<file path="src/hdl/assert_macros.svh">
// assertion helpers included by largest_free_strip_finder.sv
`ifndef ASSERT_MACROS_SVH
`define ASSERT_MACROS_SVH

`ifndef SYNTH

// expression holds at every clock edge out of reset
`define ASSERT_ALWAYS(name, clk, rst_n, expr) \
  name: assert property (@(posedge clk) disable iff (!rst_n) (expr)) \
    else $error("assertion violated");

// consequent holds in the cycle after the antecedent
`define ASSERT_NEXT(name, clk, rst_n, ante, cons) \
  name: assert property (@(posedge clk) disable iff (!rst_n) (ante) |=> (cons)) \
    else $error("assertion violated");

`else

`define ASSERT_ALWAYS(name, clk, rst_n, expr)
`define ASSERT_NEXT(name, clk, rst_n, ante, cons)

`endif

`endif

</file>
<file path="src/hdl/lfsf_pkg.sv">
package lfsf_pkg;

  localparam int unsigned CoordBits           = 16;
  localparam int unsigned AreaBits            = 2 * CoordBits;
  localparam int unsigned MaxObstaclesDefault = 32;
  localparam int unsigned CfgIdxBits          = 8;

  typedef logic [CoordBits-1:0]  coord_t;
  typedef logic [AreaBits-1:0]   area_t;
  typedef logic [CfgIdxBits-1:0] cfg_idx_t;

  // configuration register indexes
  localparam cfg_idx_t RegContLeft   = cfg_idx_t'(0);
  localparam cfg_idx_t RegContTop    = cfg_idx_t'(1);
  localparam cfg_idx_t RegContRight  = cfg_idx_t'(2);
  localparam cfg_idx_t RegContBottom = cfg_idx_t'(3);

  // one rectangle, x grows right and y grows down
  typedef struct packed {
    coord_t l;
    coord_t t;
    coord_t r;
    coord_t b;
  } box_t;

  typedef struct packed {
    coord_t obstacle_left;
    coord_t obstacle_top;
    coord_t obstacle_right;
    coord_t obstacle_bottom;
    logic   last;
  } in_t;

  typedef struct packed {
    coord_t best_left;
    coord_t best_top;
    coord_t best_right;
    coord_t best_bottom;
    area_t  best_area;
    logic   overflow;
  } out_t;

  // the four strips taken around one obstacle
  typedef enum logic [1:0] {
    STRIP_LEFT  = 2'd0,
    STRIP_RIGHT = 2'd1,
    STRIP_BELOW = 2'd2,
    STRIP_ABOVE = 2'd3
  } strip_e;

  // search sequencer
  typedef enum logic [8:0] {
    S_IDLE = 9'b000000001,
    S_LOAD = 9'b000000010,
    S_GET  = 9'b000000100,
    S_CAND = 9'b000001000,
    S_SCAN = 9'b000010000,
    S_AREA = 9'b000100000,
    S_CMP  = 9'b001000000,
    S_NEXT = 9'b010000000,
    S_DONE = 9'b100000000
  } state_e;

  // strict edge overlap
  function automatic logic boxes_overlap(box_t a, box_t b);
    return !((a.r <= b.l) || (a.l >= b.r) || (a.b <= b.t) || (a.t >= b.b));
  endfunction

  // inclusive containment
  function automatic logic box_inside(box_t in_box, box_t out_box);
    return (in_box.l >= out_box.l) && (in_box.r <= out_box.r) &&
           (in_box.t >= out_box.t) && (in_box.b <= out_box.b);
  endfunction

  // strip of the container on one side of an obstacle
  function automatic box_t build_strip(box_t cont, box_t obs, strip_e side);
    box_t s;
    s = cont;
    case (side)
      STRIP_LEFT:  s.r = obs.l;
      STRIP_RIGHT: s.l = obs.r;
      STRIP_BELOW: s.t = obs.b;
      STRIP_ABOVE: s.b = obs.t;
      default:     s = cont;
    endcase
    return s;
  endfunction

endpackage

</file>
<file path="src/hdl/largest_free_strip_finder.sv">
// Obstacles are loaded one beat each and kept in load order in a small RAM; a beat that is
// not marked last leaves the block ready for the next beat. The beat marked last starts the
// search: each stored obstacle yields four strips of the container (left, right, below,
// above), each strip that lies inside the container is compared against the stored
// obstacles through the one RAM read port, one obstacle a cycle, until one overlaps it,
// and the largest strip with positive area wins, the earliest keeping a tie. No beat is
// taken during the search. The result waits in an output register while the next set
// loads. Obstacles beyond MAX_OBSTACLES are dropped and flagged in the result. The user
// must write container edges through the configuration port only while the block is
// idle; the block itself does not enforce this.
`include "assert_macros.svh"

module largest_free_strip_finder #(
  parameter int unsigned MAX_OBSTACLES = lfsf_pkg::MaxObstaclesDefault
) (
  input  logic                                   clk_i,
  input  logic                                   rst_ni,
  input  logic                                   in_valid_i,
  output logic                                   in_ready_o,
  input  lfsf_pkg::in_t                          in_data_i,
  output logic                                   out_valid_o,
  input  logic                                   out_ready_i,
  output lfsf_pkg::out_t                         out_data_o,
  input  logic                                   cfg_valid_i,
  output logic                                   cfg_ready_o,
  input  logic [lfsf_pkg::CfgIdxBits-1:0]        cfg_index_i,
  input  logic [lfsf_pkg::CoordBits-1:0]         cfg_data_i
);

  import lfsf_pkg::*;

  localparam int unsigned AddrBits  = (MAX_OBSTACLES > 1) ? $clog2(MAX_OBSTACLES) : 1;
  localparam int unsigned CountBits = $clog2(MAX_OBSTACLES + 1);
  localparam logic [CountBits-1:0] CountMax = CountBits'(MAX_OBSTACLES);

  state_e                 state_q, state_d;
  logic [CountBits-1:0]   count_q;
  logic                   ovf_q;
  logic [CountBits-1:0]   i_q;
  logic [CountBits-1:0]   k_q;
  strip_e                 j_q;
  logic                   pend_q;
  box_t                   cont_q;
  box_t                   obs_q;
  box_t                   cand_q;
  box_t                   cand_d;
  area_t                  area_q;
  area_t                  best_area_q;
  box_t                   best_rect_q;
  logic                   out_valid_q;
  out_t                   out_q;

  logic                   in_fire;
  logic                   cfg_fire;
  logic                   out_free;
  logic                   hit;
  logic                   scan_last;
  logic                   ram_we;
  logic [AddrBits-1:0]    ram_waddr;
  logic [AddrBits-1:0]    ram_raddr;
  box_t                   ram_wdata;
  box_t                   ram_rdata;

  // handshakes
  assign in_ready_o  = (state_q == S_IDLE);
  assign in_fire     = in_valid_i && in_ready_o;
  assign cfg_ready_o = 1'b1;
  assign cfg_fire    = cfg_valid_i && cfg_ready_o;
  assign out_free    = !out_valid_q || out_ready_i;
  assign out_valid_o = out_valid_q;
  assign out_data_o  = out_q;

  // obstacle store
  assign ram_we      = in_fire && (count_q < CountMax);
  assign ram_waddr   = count_q[AddrBits-1:0];
  assign ram_wdata   = '{l: in_data_i.obstacle_left,  t: in_data_i.obstacle_top,
                         r: in_data_i.obstacle_right, b: in_data_i.obstacle_bottom};
  assign ram_raddr   = (state_q == S_SCAN) ? k_q[AddrBits-1:0] : i_q[AddrBits-1:0];

  lfsf_ram #(
    .WIDTH ($bits(box_t)),
    .DEPTH (MAX_OBSTACLES)
  ) u_store (
    .clk_i   (clk_i),
    .we_i    (ram_we),
    .waddr_i (ram_waddr),
    .wdata_i (ram_wdata),
    .raddr_i (ram_raddr),
    .rdata_o (ram_rdata)
  );

  // shared compare unit: candidate strip against the obstacle just read
  assign cand_d    = build_strip(cont_q, obs_q, j_q);
  assign hit       = pend_q && boxes_overlap(cand_q, ram_rdata);
  assign scan_last = (k_q == count_q);

  // sequencer
  always_comb begin
    state_d = state_q;
    case (state_q)
      S_IDLE: begin
        if (in_fire && in_data_i.last) begin
          state_d = S_LOAD;
        end
      end
      S_LOAD: state_d = S_GET;
      S_GET:  state_d = S_CAND;
      S_CAND: begin
        state_d = box_inside(cand_d, cont_q) ? S_SCAN : S_NEXT;
      end
      S_SCAN: begin
        if (hit) begin
          state_d = S_NEXT;
        end else if (scan_last) begin
          state_d = S_AREA;
        end
      end
      S_AREA: state_d = S_CMP;
      S_CMP:  state_d = S_NEXT;
      S_NEXT: begin
        if (j_q != STRIP_ABOVE) begin
          state_d = S_CAND;
        end else if (i_q == count_q - 1'b1) begin
          state_d = S_DONE;
        end else begin
          state_d = S_LOAD;
        end
      end
      S_DONE: begin
        if (out_free) begin
          state_d = S_IDLE;
        end
      end
      default: state_d = S_IDLE;
    endcase
  end

  // control and architectural state
  always_ff @(posedge clk_i or negedge rst_ni) begin
    if (!rst_ni) begin
      state_q     <= S_IDLE;
      count_q     <= '0;
      ovf_q       <= 1'b0;
      i_q         <= '0;
      k_q         <= '0;
      j_q         <= STRIP_LEFT;
      pend_q      <= 1'b0;
      cont_q      <= '0;
      best_area_q <= '0;
      best_rect_q <= '0;
      out_valid_q <= 1'b0;
    end else begin
      state_q <= state_d;

      // container edges
      if (cfg_fire) begin
        case (cfg_index_i)
          RegContLeft:   cont_q.l <= cfg_data_i;
          RegContTop:    cont_q.t <= cfg_data_i;
          RegContRight:  cont_q.r <= cfg_data_i;
          RegContBottom: cont_q.b <= cfg_data_i;
          default:       ;
        endcase
      end

      // result register: a new result replaces one leaving in the same cycle
      if ((state_q == S_DONE) && out_free) begin
        out_valid_q <= 1'b1;
      end else if (out_valid_q && out_ready_i) begin
        out_valid_q <= 1'b0;
      end

      case (state_q)
        S_IDLE: begin
          if (in_fire) begin
            if (count_q < CountMax) begin
              count_q <= count_q + 1'b1;
            end else begin
              ovf_q <= 1'b1;
            end
            if (in_data_i.last) begin
              i_q         <= '0;
              best_area_q <= '0;
              best_rect_q <= '0;
            end
          end
        end
        S_GET: j_q <= STRIP_LEFT;
        S_CAND: begin
          k_q    <= '0;
          pend_q <= 1'b0;
        end
        S_SCAN: begin
          if (!hit && !scan_last) begin
            k_q    <= k_q + 1'b1;
            pend_q <= 1'b1;
          end
        end
        S_CMP: begin
          if (area_q > best_area_q) begin
            best_area_q <= area_q;
            best_rect_q <= cand_q;
          end
        end
        S_NEXT: begin
          if (j_q == STRIP_ABOVE) begin
            j_q <= STRIP_LEFT;
            i_q <= i_q + 1'b1;
          end else begin
            j_q <= strip_e'(j_q + 1'b1);
          end
        end
        S_DONE: begin
          if (out_free) begin
            count_q <= '0;
            ovf_q   <= 1'b0;
          end
        end
        default: ;
      endcase
    end
  end

  // datapath registers
  always_ff @(posedge clk_i) begin
    case (state_q)
      S_GET:  obs_q  <= ram_rdata;
      S_CAND: cand_q <= cand_d;
      S_AREA: begin
        if ((cand_q.r > cand_q.l) && (cand_q.b > cand_q.t)) begin
          area_q <= AreaBits'(cand_q.r - cand_q.l) * AreaBits'(cand_q.b - cand_q.t);
        end else begin
          area_q <= '0;
        end
      end
      S_DONE: begin
        if (out_free) begin
          out_q <= '{best_left:   best_rect_q.l,
                     best_top:    best_rect_q.t,
                     best_right:  best_rect_q.r,
                     best_bottom: best_rect_q.b,
                     best_area:   best_area_q,
                     overflow:    ovf_q};
        end
      end
      default: ;
    endcase
  end

  // checks
  `ASSERT_ALWAYS(a_count_bound, clk_i, rst_ni, count_q <= CountMax)
  `ASSERT_ALWAYS(a_ovf_when_full, clk_i, rst_ni, !ovf_q || count_q == CountMax)
  `ASSERT_ALWAYS(a_scan_bound, clk_i, rst_ni, state_q != S_SCAN || k_q <= count_q)
  `ASSERT_ALWAYS(a_best_positive, clk_i, rst_ni, best_area_q == '0 || (best_rect_q.r > best_rect_q.l && best_rect_q.b > best_rect_q.t))
  `ASSERT_NEXT(a_done_clears, clk_i, rst_ni, state_q == S_DONE && out_free, count_q == '0 && out_valid_q && state_q == S_IDLE)

endmodule

</file>
<file path="src/hdl/lfsf_ram.sv">
module lfsf_ram #(
  parameter int unsigned WIDTH = 64,
  parameter int unsigned DEPTH = 32,
  localparam int unsigned AddrBits = (DEPTH > 1) ? $clog2(DEPTH) : 1
) (
  input  logic                clk_i,
  input  logic                we_i,
  input  logic [AddrBits-1:0] waddr_i,
  input  logic [WIDTH-1:0]    wdata_i,
  input  logic [AddrBits-1:0] raddr_i,
  output logic [WIDTH-1:0]    rdata_o
);

  logic [WIDTH-1:0] mem_q [DEPTH];
  logic [WIDTH-1:0] rdata_q;

  // one write port, one registered read port
  always_ff @(posedge clk_i) begin
    if (we_i) begin
      mem_q[waddr_i] <= wdata_i;
    end
    rdata_q <= mem_q[raddr_i];
  end

  assign rdata_o = rdata_q;

endmodule
</file>
<file path="config.mk">
export PLATFORM = sky130hd
export DESIGN_NAME = largest_free_strip_finder
export DESIGN_NICKNAME = d
export VERILOG_FILES = /design/src/hdl/lfsf_pkg.sv /design/src/hdl/largest_free_strip_finder.sv /design/src/hdl/lfsf_ram.sv
export VERILOG_INCLUDE_DIRS = /design/src /design/src/hdl
export SDC_FILE = /design/constraint.sdc
export NUM_CORES = 2
export LEC_CHECK = 0
export BUFFER_PORTS_ARGS = -buffer_cell sky130_fd_sc_hd__buf_2
export CAP_MARGIN = 5
export CORE_ASPECT_RATIO = 0.9
export CORE_MARGIN = 3
export CORE_UTILIZATION = 58
export CTS_CLUSTER_DIAMETER = 60
export DETAILED_ROUTE_END_ITERATION = 6
export GPL_TIMING_DRIVEN = 0
export PLACE_DENSITY = 0.74
export REMOVE_ABC_BUFFERS = 1
export SYNTH_ARGS = -nofsm -noshare
export SYNTH_HDL_FRONTEND = slang
export SYNTH_SLANG_ARGS = --single-unit
</file>
<file path="constraint.sdc">
create_clock -name clk_i -period 17.85 [get_ports clk_i]
set_input_delay 0.8925 -clock clk_i [delete_from_list [all_inputs] [get_ports clk_i]]
set_output_delay 0.8925 -clock clk_i [all_outputs]
set_load 0.05 [all_outputs]
</file>
==> metrics.cfg <==
[run_status]
status=complete, but fails checks
violations=design-rule violations

[timing]
tightestPinTransition_ns=1.39
fmax_mhz=90.6
slew_headroom_pct=6.57
fin_worst_skew_ns=0.111
slew_viol_final=0
tns_ns=0
setup_viol_count_final=0
period_needed_ns=11.04
rsz0062_at_grt=false
finalHoldViolations=0
fin_crit_sh_pct=61.8
setup_ws_ns=6.81

[route]
ant_nets=0
avgViaCountPerCell=6.37
drt-initial-drc-count=9396
first_pass_iters=7
finalWirelength_mm=309
wl_per_cell_um=29.5
drc=1
num_vias=66813

[layout]
multiInputGateArea_um2=34000
fin_nets=8382
final_cells=10490
fin_util_pct=67.0
area_delta_synth_final_pct=14.4
fill_cells=12356
final_area_um2=129000
layout-drive-gt1-share_pct=16.6
seq_area_um2=75300

[clock_tree]
cts.path.max_buffers=3
numCtsBuffers=237
htreeDepth=4
cts_tree=built
clk_latency_ns=0.92
post_cts_buffers=0
cts_sinks=2561
clkTransAtPathRegs_ns=0.06
cts_resized=0
cts_root_buffer=clkbuf_16
ctsHoldBuffers=0

[worst_setup_path]
cp_data_required_time_ns=18.42
crit_family=adder cells
critPathMaxFanout=9
worstPathArrival_ns=11.60
crit_path_max_incr_delay_ns=0.90
slowest_stage=xor2_1
worst-setup-path-type=flop to flop
critPathBufInv=5
critPathLaunchType=flop
path_common_cell=fa_1
critPathCaptureType=flop

[die]
rows=152
die_w_um=470
coreArea_um2=192000
start_util_pct=58.6
die_h_um=424
die-area_um2=199000
io_pins=194

[synth]
ys_top_cells_by_count=2305 x edfxtp_1, 1296 x nand2_1, 525 x inv_1
avgSynthCellArea_um2=15.2
yosysMostFrequentCell=edfxtp_1
synthCells=7406
yosysUniqueCellTypes=78
ys_ff_latch=2561
synth_top_area_share_pct=61.6
ys_warn_count=0
seq_area_frac_synth_pct=67.0
syn-cell-area_um2=112000
yosysTopAreaCell=edfxtp_1
synth-async-reset-ratio_pct=7.50
synth_area_leaders=edfxtp_1 62%, mux4_2 8.3%, fa_1 5.1%
synth_flop_cell=edfxtp_1
synth-edff-count=2305

[placed_design]
gp_congestion=0.920
portBuffers=192
post-place-ws_ns=7.16
dp.cells=10019
place_area_um2=120000
dp_hpwl_mm=203

[grt]
overflow=0
grt_pass1_wl_mm=451
grt_pass1_vias=66925
grt_max_degree=111
antenna_found_initial=44
grt_use_total_pct=31.2

[job]
drv_cap=0

[min_path]
hold_class=primary input to async pin

[power_and_ir_drop]
peakVddDrop_mv=0.245
p_leak_uw=0.0470
powerDensity_nw_per_um2=127

cell usage in the layout, fill, tap and decap left out, drive strengths merged, types with 6 or more instances in the layout:
cell,instances
nor2,240
clkinvlp,8
a211oi,13
diode,21
and2,13
o21ai,238
nor3,14
o211ai,9
nand2,1296
and3,37
clkbuf,302
edfxtp,2305
nand4,33
a31oi,6
clkinv,109
inv,531
bufinv,25
mux2,54
a311oi,72
or3,7
xnor2,59
mux2i,11
o21a,14
dfrtp,191
nand2b,38
a21oi,79
mux4,416
fa,284
nor4,8
nand3,512
a31o,26
nor2b,33
buf,415
ha,286
dfxtp,64
o21bai,14
xor2,48
a21o,51
flip-flops by register name (all words and copies together) (netlist names):
register	flops
i_q	6
j_q	2
cand_q	64
best_rect_q	64
out_valid_o	1
count_q	6
state_q	9
best_area_q	32
cont_q	64
out_data_o	97
k_q	6
u_store.mem_q	2048
area_q	32
u_store.rdata_o	64
ovf_q	1
pend_q	1
obs_q	64
final timing paths:
check                                     start               to  cells after the start  slack, ns
worst max register to register       cand_q[48]       area_q[31]                     32       6.81
min in group clk_i               cfg_data_i[12]       cont_q[60]                      3       0.35
worst min-delay path                     rst_ni   best_area_q[2]                      2       0.06
worst max-delay path                 cand_q[48]       area_q[31]                     32       6.81
worst min register to register  best_rect_q[41]   out_data_o[74]                      0       0.42
max in group asynchronous                rst_ni  best_rect_q[55]                      3      16.84
cell families (layout without fill, tap and decap cells):
| family | after synthesis | count (layout) | share of synthesized area (%) |
|---|---|---|---|
| adder cells (fa/ha/maj) | 570 | 570 | 8.24 |
| flip-flops | 2561 | 2561 | 67.0 |
| multiplexers | 481 | 481 | 8.98 |
| AO/OA/AOI/OAI | 558 | 558 | 3.17 |
| other | 1 | 22 | 0.00334 |
| XOR/XNOR | 107 | 107 | 0.841 |
| AND/OR/NAND/NOR | 2260 | 2260 | 8.64 |
| buffers and inverters | 868 | 1390 | 3.12 |
report_power, final:
part           internal (uW)  total (uW)  switching (uW)
combinational           1730        4270            2530
clock                   2930        5200            2270
sequential              6780        6880            95.8
area by class of cell:
| class | instances | share of cell area (%) |
|---|---|---|
| multi-input combinational | 3977 | 26.5 |
| timing repair buffer | 416 | 4.62 |
| inverter | 525 | 1.54 |
| clock buffer | 301 | 5.01 |
| antenna | 21 | 0.0409 |
| sequential | 2561 | 58.6 |
| tap | 2541 | 2.47 |
| clock inverter | 148 | 1.28 |
per-stage QoR:
step / hold slack, ns / power, uW
6_report: 0.0585 / 16300
2_1_floorplan: 0.408 / 10000
4_1_cts: 0.0572 / 16400
5_1_grt: 0.0881 / 17200
3_3_place_gp: 0.415 / 11100
3_5_place_dp: 0.413 / 11200
per-layer routing:
| layer | wire length [um] | GRT usage [%] | up-vias |
|---|---|---|---|
| met2 | 145000 | 48.7 | 4411 |
| met1 | 112000 | 41.6 | 33680 |
| met4 | 19300 | 17.2 | 8 |
| met3 | 32800 | 6.33 | 896 |
| li1 | - | - | 27818 |
| met5 | 51 | 0 | - |
No activity file was read; power rests on OpenSTA's default activity.
